**src/rtl/sfr_pkg.sv**
```systemverilog
package sfr_pkg;

    localparam int BYTE_W      = 8;
    localparam int MAX_PATTERN = 8;
    localparam int MAX_REPLACE = 8;
    localparam int WORD_W      = BYTE_W * MAX_PATTERN;
    localparam int CNT_W       = 4;
    localparam int CFG_IDX_W   = 2;

    typedef enum logic [CFG_IDX_W-1:0] {
        CFG_PAT_BYTES = 2'd0,
        CFG_PAT_LEN   = 2'd1,
        CFG_REP_BYTES = 2'd2,
        CFG_REP_LEN   = 2'd3
    } t_cfg_reg;

    typedef struct packed {
        logic [WORD_W-1:0] bytes;
        logic [CNT_W-1:0]  count;
        logic              last;
        logic              bare;
    } t_job;

endpackage

```
**src/rtl/sfr_cell.sv**
```systemverilog
module sfr_cell
    import sfr_pkg::*;
(
    input  logic              i_clk,
    input  logic              i_rst_n,
    input  logic              i_prev,
    input  logic [BYTE_W-1:0] i_byte,
    input  logic [BYTE_W-1:0] i_pat,
    input  logic              i_keep,
    input  logic              i_load,
    input  logic              i_clr,
    output logic              o_flag,
    output logic              o_hit
);

    logic r_flag;

    assign o_hit  = i_prev && (i_byte == i_pat);
    assign o_flag = r_flag;

    always_ff @(posedge i_clk) begin
        if (!i_rst_n || i_clr) begin
            r_flag <= 1'b0;
        end else if (i_load) begin
            r_flag <= o_hit && i_keep;
        end
    end

endmodule

```
**src/rtl/sfr_emit.sv**
```systemverilog
module sfr_emit
    import sfr_pkg::*;
(
    input  logic              i_clk,
    input  logic              i_rst_n,
    input  logic              i_load,
    input  t_job              i_job,
    output logic              o_full,
    output logic              o_valid,
    input  logic              i_stall,
    output logic [BYTE_W-1:0] o_out_byte,
    output logic              o_byte_valid,
    output logic              o_out_last
);

    t_job             r_pend;
    logic             r_pfull;
    logic [WORD_W-1:0] r_bytes;
    logic [CNT_W-1:0] r_cnt;
    logic             r_last;
    logic             r_bare;

    logic fire;
    logic out_free;
    logic move;
    logic direct;

    assign fire     = (r_cnt != '0) && !i_stall;
    assign out_free = (r_cnt == '0) || ((r_cnt == CNT_W'(1)) && !i_stall);
    assign move     = r_pfull && out_free;
    assign direct   = i_load && !r_pfull && out_free;

    assign o_full       = r_pfull;
    assign o_valid      = (r_cnt != '0);
    assign o_out_byte   = r_bytes[BYTE_W-1:0];
    assign o_byte_valid = !r_bare;
    assign o_out_last   = r_last && (r_cnt == CNT_W'(1));

    always_ff @(posedge i_clk) begin
        if (!i_rst_n) begin
            r_pfull <= 1'b0;
        end else if (move) begin
            r_pfull <= 1'b0;
        end else if (i_load && !direct) begin
            r_pfull <= 1'b1;
        end
    end

    always_ff @(posedge i_clk) begin
        if (i_load && !direct) begin
            r_pend <= i_job;
        end
    end

    always_ff @(posedge i_clk) begin
        if (!i_rst_n) begin
            r_cnt <= '0;
        end else if (move) begin
            r_cnt <= r_pend.count;
        end else if (direct) begin
            r_cnt <= i_job.count;
        end else if (fire) begin
            r_cnt <= r_cnt - CNT_W'(1);
        end
    end

    always_ff @(posedge i_clk) begin
        if (move) begin
            r_bytes <= r_pend.bytes;
            r_last  <= r_pend.last;
            r_bare  <= r_pend.bare;
        end else if (direct) begin
            r_bytes <= i_job.bytes;
            r_last  <= i_job.last;
            r_bare  <= i_job.bare;
        end else if (fire) begin
            r_bytes <= r_bytes >> BYTE_W;
        end
    end

endmodule

```
**src/rtl/stream_find_replace_top.sv**
```systemverilog
// Latency: a request's first result appears in the cycle after it is accepted when the output
// register is free; otherwise the request waits in a one-deep pending slot until it drains.
// Throughput: one input byte per cycle while each request yields at most one result and the output
// is not stalled; a request that yields k results keeps the output register busy until all k have
// been taken, and the input stalls while the pending slot is full.
// Synchronous active-low reset empties the window and queue and restores the configuration.
module stream_find_replace_top
    import sfr_pkg::*;
(
    input  logic                 i_clk,
    input  logic                 i_rst_n,
    input  logic                 i_valid,
    output logic                 o_stall,
    input  logic [BYTE_W-1:0]    i_in_byte,
    input  logic                 i_in_last,
    output logic                 o_valid,
    input  logic                 i_stall,
    output logic [BYTE_W-1:0]    o_out_byte,
    output logic                 o_byte_valid,
    output logic                 o_out_last,
    input  logic                 i_cfg_we,
    input  logic [CFG_IDX_W-1:0] i_cfg_index,
    input  logic [WORD_W-1:0]    i_cfg_data
);

    logic [WORD_W-1:0] r_pat_bytes;
    logic [CNT_W-1:0]  r_pat_len;
    logic [WORD_W-1:0] r_rep_bytes;
    logic [CNT_W-1:0]  r_rep_len;

    logic [CNT_W-1:0]       p_eff;
    logic [CNT_W-1:0]       rep_eff;
    logic [2:0]             p_top;
    logic                   accept;
    logic                   pat_write;
    logic                   match;
    logic                   clr;
    logic [MAX_PATTERN-1:0] flag;
    logic [MAX_PATTERN-1:0] hit;
    logic [MAX_PATTERN-1:0] keep;
    logic [CNT_W-1:0]       held;
    logic [CNT_W-1:0]       new_held;
    logic [WORD_W-1:0]      window;
    t_job                   job;
    logic                   full;

    assign accept    = i_valid && !o_stall;
    assign o_stall   = full;
    assign pat_write = i_cfg_we && ((t_cfg_reg'(i_cfg_index) == CFG_PAT_BYTES) ||
                                    (t_cfg_reg'(i_cfg_index) == CFG_PAT_LEN));

    always_ff @(posedge i_clk) begin
        if (!i_rst_n) begin
            r_pat_bytes <= '0;
            r_pat_len   <= CNT_W'(1);
            r_rep_bytes <= '0;
            r_rep_len   <= '0;
        end else if (i_cfg_we) begin
            unique case (t_cfg_reg'(i_cfg_index))
                CFG_PAT_BYTES: r_pat_bytes <= i_cfg_data;
                CFG_PAT_LEN:   r_pat_len   <= i_cfg_data[CNT_W-1:0];
                CFG_REP_BYTES: r_rep_bytes <= i_cfg_data;
                CFG_REP_LEN:   r_rep_len   <= i_cfg_data[CNT_W-1:0];
            endcase
        end
    end

    always_comb begin
        if (r_pat_len == '0) begin
            p_eff = CNT_W'(1);
        end else if (r_pat_len > CNT_W'(MAX_PATTERN)) begin
            p_eff = CNT_W'(MAX_PATTERN);
        end else begin
            p_eff = r_pat_len;
        end
        if (r_rep_len > CNT_W'(MAX_REPLACE)) begin
            rep_eff = CNT_W'(MAX_REPLACE);
        end else begin
            rep_eff = r_rep_len;
        end
    end

    assign p_top = 3'(p_eff - CNT_W'(1));
    assign match = hit[p_top];
    assign clr   = pat_write || (accept && (match || i_in_last));

    for (genvar j = 0; j < MAX_PATTERN; j++) begin : g_cell
        logic prev;
        if (j == 0) begin : g_head
            assign prev = 1'b1;
        end else begin : g_link
            assign prev = flag[j-1];
        end
        assign keep[j] = (CNT_W'(j + 1) < p_eff);
        sfr_cell u_cell (
            .i_clk   (i_clk),
            .i_rst_n (i_rst_n),
            .i_prev  (prev),
            .i_byte  (i_in_byte),
            .i_pat   (r_pat_bytes[BYTE_W*j +: BYTE_W]),
            .i_keep  (keep[j]),
            .i_load  (accept),
            .i_clr   (clr),
            .o_flag  (flag[j]),
            .o_hit   (hit[j])
        );
    end

    always_comb begin
        held     = '0;
        new_held = '0;
        for (int j = 0; j < MAX_PATTERN; j++) begin
            if (flag[j]) begin
                held = CNT_W'(j + 1);
            end
            if (hit[j] && keep[j]) begin
                new_held = CNT_W'(j + 1);
            end
        end
    end

    always_comb begin
        for (int i = 0; i < MAX_PATTERN; i++) begin
            if (CNT_W'(i) < held) begin
                window[BYTE_W*i +: BYTE_W] = r_pat_bytes[BYTE_W*i +: BYTE_W];
            end else if (CNT_W'(i) == held) begin
                window[BYTE_W*i +: BYTE_W] = i_in_byte;
            end else begin
                window[BYTE_W*i +: BYTE_W] = '0;
            end
        end
    end

    always_comb begin
        job.last = i_in_last;
        job.bare = 1'b0;
        priority if (match && i_in_last && (rep_eff == '0)) begin
            job.bytes = '0;
            job.count = CNT_W'(1);
            job.bare  = 1'b1;
        end else if (match) begin
            job.bytes = r_rep_bytes;
            job.count = rep_eff;
        end else if (i_in_last) begin
            job.bytes = window;
            job.count = held + CNT_W'(1);
        end else begin
            job.bytes = window;
            job.count = held + CNT_W'(1) - new_held;
        end
    end

    sfr_emit u_emit (
        .i_clk        (i_clk),
        .i_rst_n      (i_rst_n),
        .i_load       (accept && (job.count != '0)),
        .i_job        (job),
        .o_full       (full),
        .o_valid      (o_valid),
        .i_stall      (i_stall),
        .o_out_byte   (o_out_byte),
        .o_byte_valid (o_byte_valid),
        .o_out_last   (o_out_last)
    );

endmodule

```
**config.mk**
```make
export PLATFORM = sky130hd
export DESIGN_NAME = stream_find_replace_top
export DESIGN_NICKNAME = d
export VERILOG_FILES = /design/src/rtl/sfr_pkg.sv /design/src/rtl/sfr_cell.sv /design/src/rtl/sfr_emit.sv /design/src/rtl/stream_find_replace_top.sv
export SDC_FILE = /design/constraint.sdc
export NUM_CORES = 1
export LEC_CHECK = 0
export BUFFER_PORTS_ARGS = -buffer_cell sky130_fd_sc_hd__buf_4
export CAP_MARGIN = 25
export CORE_MARGIN = 3
export CORE_UTILIZATION = 45
export CTS_CLUSTER_SIZE = 12
export DETAILED_ROUTE_END_ITERATION = 7
export SLEW_MARGIN = 10
export SYNTH_ARGS = -nofsm -noshare
export SYNTH_HDL_FRONTEND = slang
export SYNTH_SLANG_ARGS = --single-unit
```
**constraint.sdc**
```tcl
create_clock -name i_clk -period 5.8 [get_ports i_clk]
set_input_delay 0 -clock i_clk [delete_from_list [all_inputs] [get_ports i_clk]]
set_output_delay 0 -clock i_clk [all_outputs]
set_load 0.02 [all_outputs]
```
==> Yosys cells after proc, flatten, opt, wreduce, memory -nomap -nowiden <==
Cells that the tools add are included.
{ "word_totals": {"mem_bits_rw": 0, "output_inout_bits": 12, "ff_bits": 285, "mem_count": 0, "rom_bits": 0, "latch_bits": 0, "wordCells": 167, "input_bits": 80} }
{ "op_classes": {"n_mul": 0, "order_cmp": 19, "div_mod_pow": 0, "n_mux": 51, "n_shift": 0, "n_reduce_logical": 52, "add_sub_neg": 4, "n_bitwise": 1, "n_eq_ne": 19} }
{ "op_table": {"columns": ["op", "n"], "rows": [
  ["two-way mux 64 bit", 3],
  ["two-way mux 68 bit", 2],
  ["two-way mux 8 bit", 16],
  ["two-way mux 4 bit", 21],
  ["== test 8 bit", 8],
  ["less-than comparator 3 x 4 -> 1 bit (first input constant)", 8],
  ["logical AND 1 bit", 28],
  ["== test 3 x 4 -> 1 bit (first input constant)", 4],
  ["logical NOT 4 bit", 4],
  ["less-than comparator 2 x 4 -> 1 bit (first input constant)", 4],
  ["less-than comparator 1 x 4 -> 1 bit (first input constant)", 3],
  ["== test 2 x 4 -> 1 bit (first input constant)", 2],
  ["> comparator 4 bit (second input constant)", 2],
  ["two-way mux 1 bit", 8],
  ["AND reduction 2 bit", 4],
  ["nonzero test 4 bit", 2],
  ["logical NOT 1 bit", 5],
  ["logical OR 1 bit", 5],
  ["adder 4 x 1 -> 4 bit (second input constant)", 1],
  ["== test 1 x 4 -> 1 bit (first input constant)", 1],
  ["== test 2 bit (second input constant)", 2],
  ["== test 4 x 1 -> 1 bit (second input constant)", 1],
  ["less-than comparator 3 x 4 -> 1 bit (second input constant)", 1],
  ["less-than comparator 4 bit (first input constant)", 1],
  ["other kinds (10)", 10]
]} }

==> Longest topological paths before layout <==
{ "logic_depth": {"word_depth": 23, "mapped_depth": 24} }

==> Cells and area by module <==
A second synthesis with hierarchy kept.
{ "hier_totals": {"cells_unflattened": 1659, "area_unflattened_um2": 15013.1} }
{ "by_module_without_submodules": {"columns": ["module", "cells_each", "n_inst", "seq_area_each_um2", "area_per_inst_um2"], "rows": [
  ["stream_find_replace_top", 964, 1, 2722.6, 7209.4],
  ["sfr_emit", 551, 1, 4184.0, 6652.6],
  ["sfr_cell", 18, 8, 20.0, 143.9]
]} }

==> Least setup slack after synthesis <==
No wires, ideal clock.
{ "synth_path": {"kind": "register -> register", "start": "register g_cell[1].u_cell.r_flag", "end": "register u_emit.r_pend[0] (netlist bit), enable pin", "arrival_time_ps": 4731, "setup_ps": 436, "path_slack_ps": 634, "path_stages_with_launch": 17, "path_cell_list": "dfxtp_1 -> nand2b_1 -> a21oi_1 -> o21ai_0 -> a21oi_1 -> ha_1 -> inv_1 -> ha_1 -> inv_1 -> ha_1 -> o21a_1 -> o21a_1 -> mux2i_1 -> mux2i_1 -> nor2_1 -> a311oi_1 -> and2_1"} }
{ "synth_between": {"elab_chain_len": 18, "word_cells_on_any_way": 30} }
{ "synth_lines": {"columns": ["item", "line", "source"], "rows": [
  ["from (decl)", "sfr_cell.sv:16", "logic r_flag;"],
  ["from (signal assigned)", "sfr_cell.sv:25", "r_flag <= o_hit && i_keep;"],
  ["two-way mux 4 bit / logical AND 1 bit (equally long branches)", "stream_find_replace_top.sv:113, sfr_cell.sv:18", null],
  ["two-way mux 4 bit / logical AND 1 bit (equally long branches)", "stream_find_replace_top.sv:113, stream_find_replace_top.sv:116", null],
  ["two-way mux 4 bit, on equally long branches (5 in a row)", "stream_find_replace_top.sv:113, stream_find_replace_top.sv:116", null],
  ["adder 4 x 1 -> 4 bit / two-way mux 4 bit (equally long branches)", "stream_find_replace_top.sv:146, stream_find_replace_top.sv:149, stream_find_replace_top.sv:116", null],
  ["subtractor 4 bit", "stream_find_replace_top.sv:149", "job.count = held + CNT_W'(1) - new_held;"],
  ["two-way mux 4 bit", "stream_find_replace_top.sv:144", "end else if (i_in_last) begin"],
  ["two-way mux 68 bit", "stream_find_replace_top.sv:141", "end else if (match) begin"],
  ["two-way mux 68 bit *", "stream_find_replace_top.sv:137", "priority if (match && i_in_last && (rep_eff == '0)) begin"],
  ["nonzero test 4 bit *", "stream_find_replace_top.sv:156", ".i_load (accept && (job.count != '0)),"],
  ["logical AND 1 bit *", "stream_find_replace_top.sv:156", null],
  ["logical AND 1 bit (2 in a row)", "sfr_emit.sv:31", "assign direct = i_load && !r_pfull && out_free;"],
  ["logical NOT 1 bit", "sfr_emit.sv:50", "if (i_load && !direct) begin"],
  ["logical AND 1 bit *", "sfr_emit.sv:50", null],
  ["to (signal assigned)", "sfr_emit.sv:51", "r_pend <= i_job;"],
  ["to (decl)", "sfr_emit.sv:16", "t_job r_pend;"]
]} }
Every way passes the cells marked *; elsewhere a longest branch is shown, timed or not. The select of a mux whose other input is x is not followed.
A chain may end at the register's enable or synchronous reset.

==> Worst setup path after layout <==
{ "layout_path": {"start": "register g_cell[4].u_cell.r_flag", "end": "register u_emit.r_pend[28] (netlist bit), enable pin"} }
{ "layout_between": {"elab_chain_len": 15, "word_cells_on_any_way": 24} }
{ "layout_lines": {"columns": ["item", "line"], "rows": [
  ["from (decl)", "sfr_cell.sv:16"],
  ["from (signal assigned)", "sfr_cell.sv:25"],
  ["two-way mux 4 bit / logical AND 1 bit (equally long branches)", "stream_find_replace_top.sv:113, sfr_cell.sv:18"],
  ["two-way mux 4 bit / logical AND 1 bit (equally long branches)", "stream_find_replace_top.sv:113, stream_find_replace_top.sv:116"],
  ["two-way mux 4 bit, on equally long branches (2 in a row)", "stream_find_replace_top.sv:113, stream_find_replace_top.sv:116"],
  ["adder 4 x 1 -> 4 bit / two-way mux 4 bit (equally long branches)", "stream_find_replace_top.sv:146, stream_find_replace_top.sv:149, stream_find_replace_top.sv:116"],
  ["subtractor 4 bit", "stream_find_replace_top.sv:149"],
  ["two-way mux 4 bit", "stream_find_replace_top.sv:144"],
  ["two-way mux 68 bit", "stream_find_replace_top.sv:141"],
  ["two-way mux 68 bit *", "stream_find_replace_top.sv:137"],
  ["nonzero test 4 bit *", "stream_find_replace_top.sv:156"],
  ["logical AND 1 bit *", "stream_find_replace_top.sv:156"],
  ["logical AND 1 bit (2 in a row)", "sfr_emit.sv:31"],
  ["logical NOT 1 bit", "sfr_emit.sv:50"],
  ["logical AND 1 bit *", "sfr_emit.sv:50"]
]} }
Marked as above.

==> key figures <==
STA
  • Tmin final: 4.95 ns
  • Post-route setup TNS: 0 ns
  • Unrepaired setup endpoints after global routing: false
  • Final hold slack: 0.00143 ns
  • Max Clock Freq: 202 MHz
  • Hold Fails Final Rpt: 0
  • Final clock skew: 0.0130 ns
  • Slew Limit Fails: 0
  • Tcrit/Tclk final: 85.3%
  • Slew HR: 36.6%
  • Setup violators final: 0
  • Pin slew with the least headroom to its limit: 0.951 ns

Outcome
  • Status: finished clean

Placement
  • IO Port Bufs: 91
  • Hpwl dp: 25,300 um
  • Inst Count DP: 1,887
  • Gp weighted congestion: 0.906

Logic synthesis
  • Cells after synthesis: 1,504
  • YS warnings: 0
  • Post-synth EDFFs: 136
  • Count leader, synth: nand2_1
  • Synth Register Bits: 285
  • Cell Area, Synth: 0.0143 mm2
  • Top cells by area, synth: edfxtp_1 (29%), dfxtp_1 (21%), nand2_1 (11%), mux2i_1 (9.5%), a21boi_0 (6.8%)
  • Predominant post-synthesis flop cell: dfxtp_1
  • Synth area leader: edfxtp_1
  • Netlist cell types: 54
  • Syn Nets: 1,597
  • Async set-or-reset flop fraction in the synthesized netlist: 0%
  • Syn Area/Cell: 9.50 um2
  • Seq/Total Area, Yosys: 49.5%
  • Yosys top cell area share: 28.6%
  • Synth cell count leaders: nand2_1 (410), dfxtp_1 (149), edfxtp_1 (136), mux2i_1 (135), a21boi_0 (129)

Die
  • Die Y: 184 um
  • Number of I/O pins: 92
  • Core ar.: 0.0309 mm2
  • Initial Util: 46.2%
  • FP Rows: 64
  • Die ar.: 0.0339 mm2
  • Die Width: 184 um

Finish
  • Final net count: 1,690
  • Post-Layout Cell Count: 2,018
  • Layout cell share with drive strength beyond 1: 10.5%
  • Layout area overhead: 17.6%
  • Diodes inserted: 0
  • Fin util: 54.3%

GRT
  • First-pass GRT wire length: 63,700 um
  • Met1 Usage GRT: 32.8%
  • Met2 usage: 40.2%
  • Total congestion overflow: 0
  • Initial antenna violation count: 0
  • Most Used Layer, Global Route: met2
  • M3 GR Usage: 3.06%
  • Vias in the first global route: 11,100
  • GRT Overall Usage: 23.9%
  • Pin count of the biggest net entering global routing: 74

CTS
  • Clk pin slew, worst setup/hold paths: 0.06 ns
  • Post-CTS setup buffers: 0
  • Clock Latency Late Sink: 0.56 ns
  • CTS root buffer: clkbuf_16
  • Num CTS Buffers: 31
  • CTS tree: built
  • Hold_buf cts: 72
  • Htree depth: 1
  • CTS max path bufs: 3
  • Post-CTS Resized: 0
  • # clock sinks: 285

Route
  • Via-to-Cell Ratio: 5.50
  • WL final: 40,500 um
  • Routed wire per std cell: 20.1 um
  • DR vias: 11,100
  • Antenna-violating nets left: 0
  • Iter 0 DRT Violations: 758
  • Residual DRC: 0
  • DRT Pass-1 Iters: 4

Run
  • Maxcap violations: 0

Power and ir drop
  • Maximum VDD drop: 0.000273 V
  • LEAKAGE: 5.93 nW
  • PD cells: 392 mW/mm2

Setup path
  • CP Capture Type: flip-flop
  • Crit path launch type: flip-flop
  • Worst path arrival time: 5.13 ns
  • Crit Path Category: reg -> reg
  • CP Data Required Time: 5.99 ns
  • CP max FO: 37

Worst hold path
  • Hold crit path type: in -> reg
==> registers in the layout, indices dropped and copies added (netlist names) <==
register              count
g_cell.u_cell.o_flag      8
r_rep_len                 4
u_emit.r_last             1
r_pat_bytes              64
u_emit.r_bytes           64
u_emit.r_cnt              4
u_emit.o_full             1
r_pat_len                 4
u_emit.r_pend            70
r_rep_bytes              64
u_emit.r_bare             1
==> final timing paths <==
check                                                     startpoint                            to  slack [ns]  cells past startpoint
worst max-delay path            g_cell[4].u_cell.o_flag$_SDFFE_PP0P_   u_emit.r_pend[28]$_DFFE_PP_        0.85                     15
worst min-delay path                                         i_rst_n  r_pat_bytes[22]$_SDFFE_PN0P_       0.001                      2
worst max register to register  g_cell[4].u_cell.o_flag$_SDFFE_PP0P_   u_emit.r_pend[28]$_DFFE_PP_        0.85                     15
worst min register to register           r_rep_bytes[1]$_SDFFE_PN0P_   r_rep_bytes[1]$_SDFFE_PN0P_        0.47                      2
==> critical path: stages (launching register included) <==
cell      delay, ns
dfxtp_1        0.63
o21ai_0        0.21
a21oi_1        0.46
ha_1           0.44
inv_1          0.12
ha_1           0.39
inv_1          0.08
ha_1           0.32
o21a_1         0.13
o21a_1         0.16
mux2i_1        0.24
mux2i_1        0.31
nor2_1         0.08
a311oi_1       0.28
and2_2         0.21
buf_4          0.46
==> layer usage <==
metal  vias up  wire length [um]  part of all wire (%)
met5         -                 0                     0
met3        57              1830                   4.5
met2       294             19100                    47
met1      5329             18600                    46
li1       5422                 -                     -
met4         0               988                   2.4
==> report_power, final <==
group / internal [mW] / switching [mW] / total, mW
clock: 1.17 / 0.801 / 1.97
sequential: 2.79 / 0.194 / 2.98
combinational: 0.593 / 1.03 / 1.62
==> cell families (layout without fill, tap and decap cells) <==
family | count (synthesis) | count (layout) | share of synthesized area [%]
fa+ha+maj | 13 | 13 | 1.19
xor+xnor | 71 | 71 | 4.35
buf+inv | 132 | 250 | 4.26
simple gates | 551 | 551 | 16.4
flops | 285 | 285 | 49.5
compound gates | 312 | 312 | 14.4
mux | 140 | 140 | 9.85
==> final cells by class <==
cell class | instances | area [um2]
timing repair buffer | 174 | 1500
clock inverter | 10 | 103
tap | 396 | 495
clock buffer | 48 | 920
inverter | 18 | 67.6
fill | 2855 | 14100
sequential | 285 | 7070
multi-input combinational | 1087 | 6650
==> layout by cell type, fill, tap and decap left out, types with 20 or more instances in the layout <==
master | netlist | layout
clkbuf_16 | 0 | 31
and3_1 | 36 | 36
nand2_1 | 410 | 409
o21ai_1 | 58 | 58
nor2_1 | 26 | 24
xor2_1 | 20 | 20
a21oi_1 | 60 | 60
dfxtp_1 | 149 | 149
mux2i_1 | 135 | 135
buf_4 | 17 | 100
edfxtp_1 | 136 | 136
xnor2_1 | 51 | 51
a21boi_0 | 129 | 129
dlygate4sd3_1 | 0 | 72
==> through the flow <==
step | instance area (um2) | setup slack (ns) | power (mW)
global route | 16800 | 0.546 | 6.90
global placement | 15000 | 0.944 | 4.60
floorplan | 14300 | 0.634 | 4.11
detailed placement | 15000 | 0.880 | 4.62
CTS | 16800 | 0.857 | 6.64
finish | 16800 | 0.854 | 6.58
(Power assumes the default switching activity.)
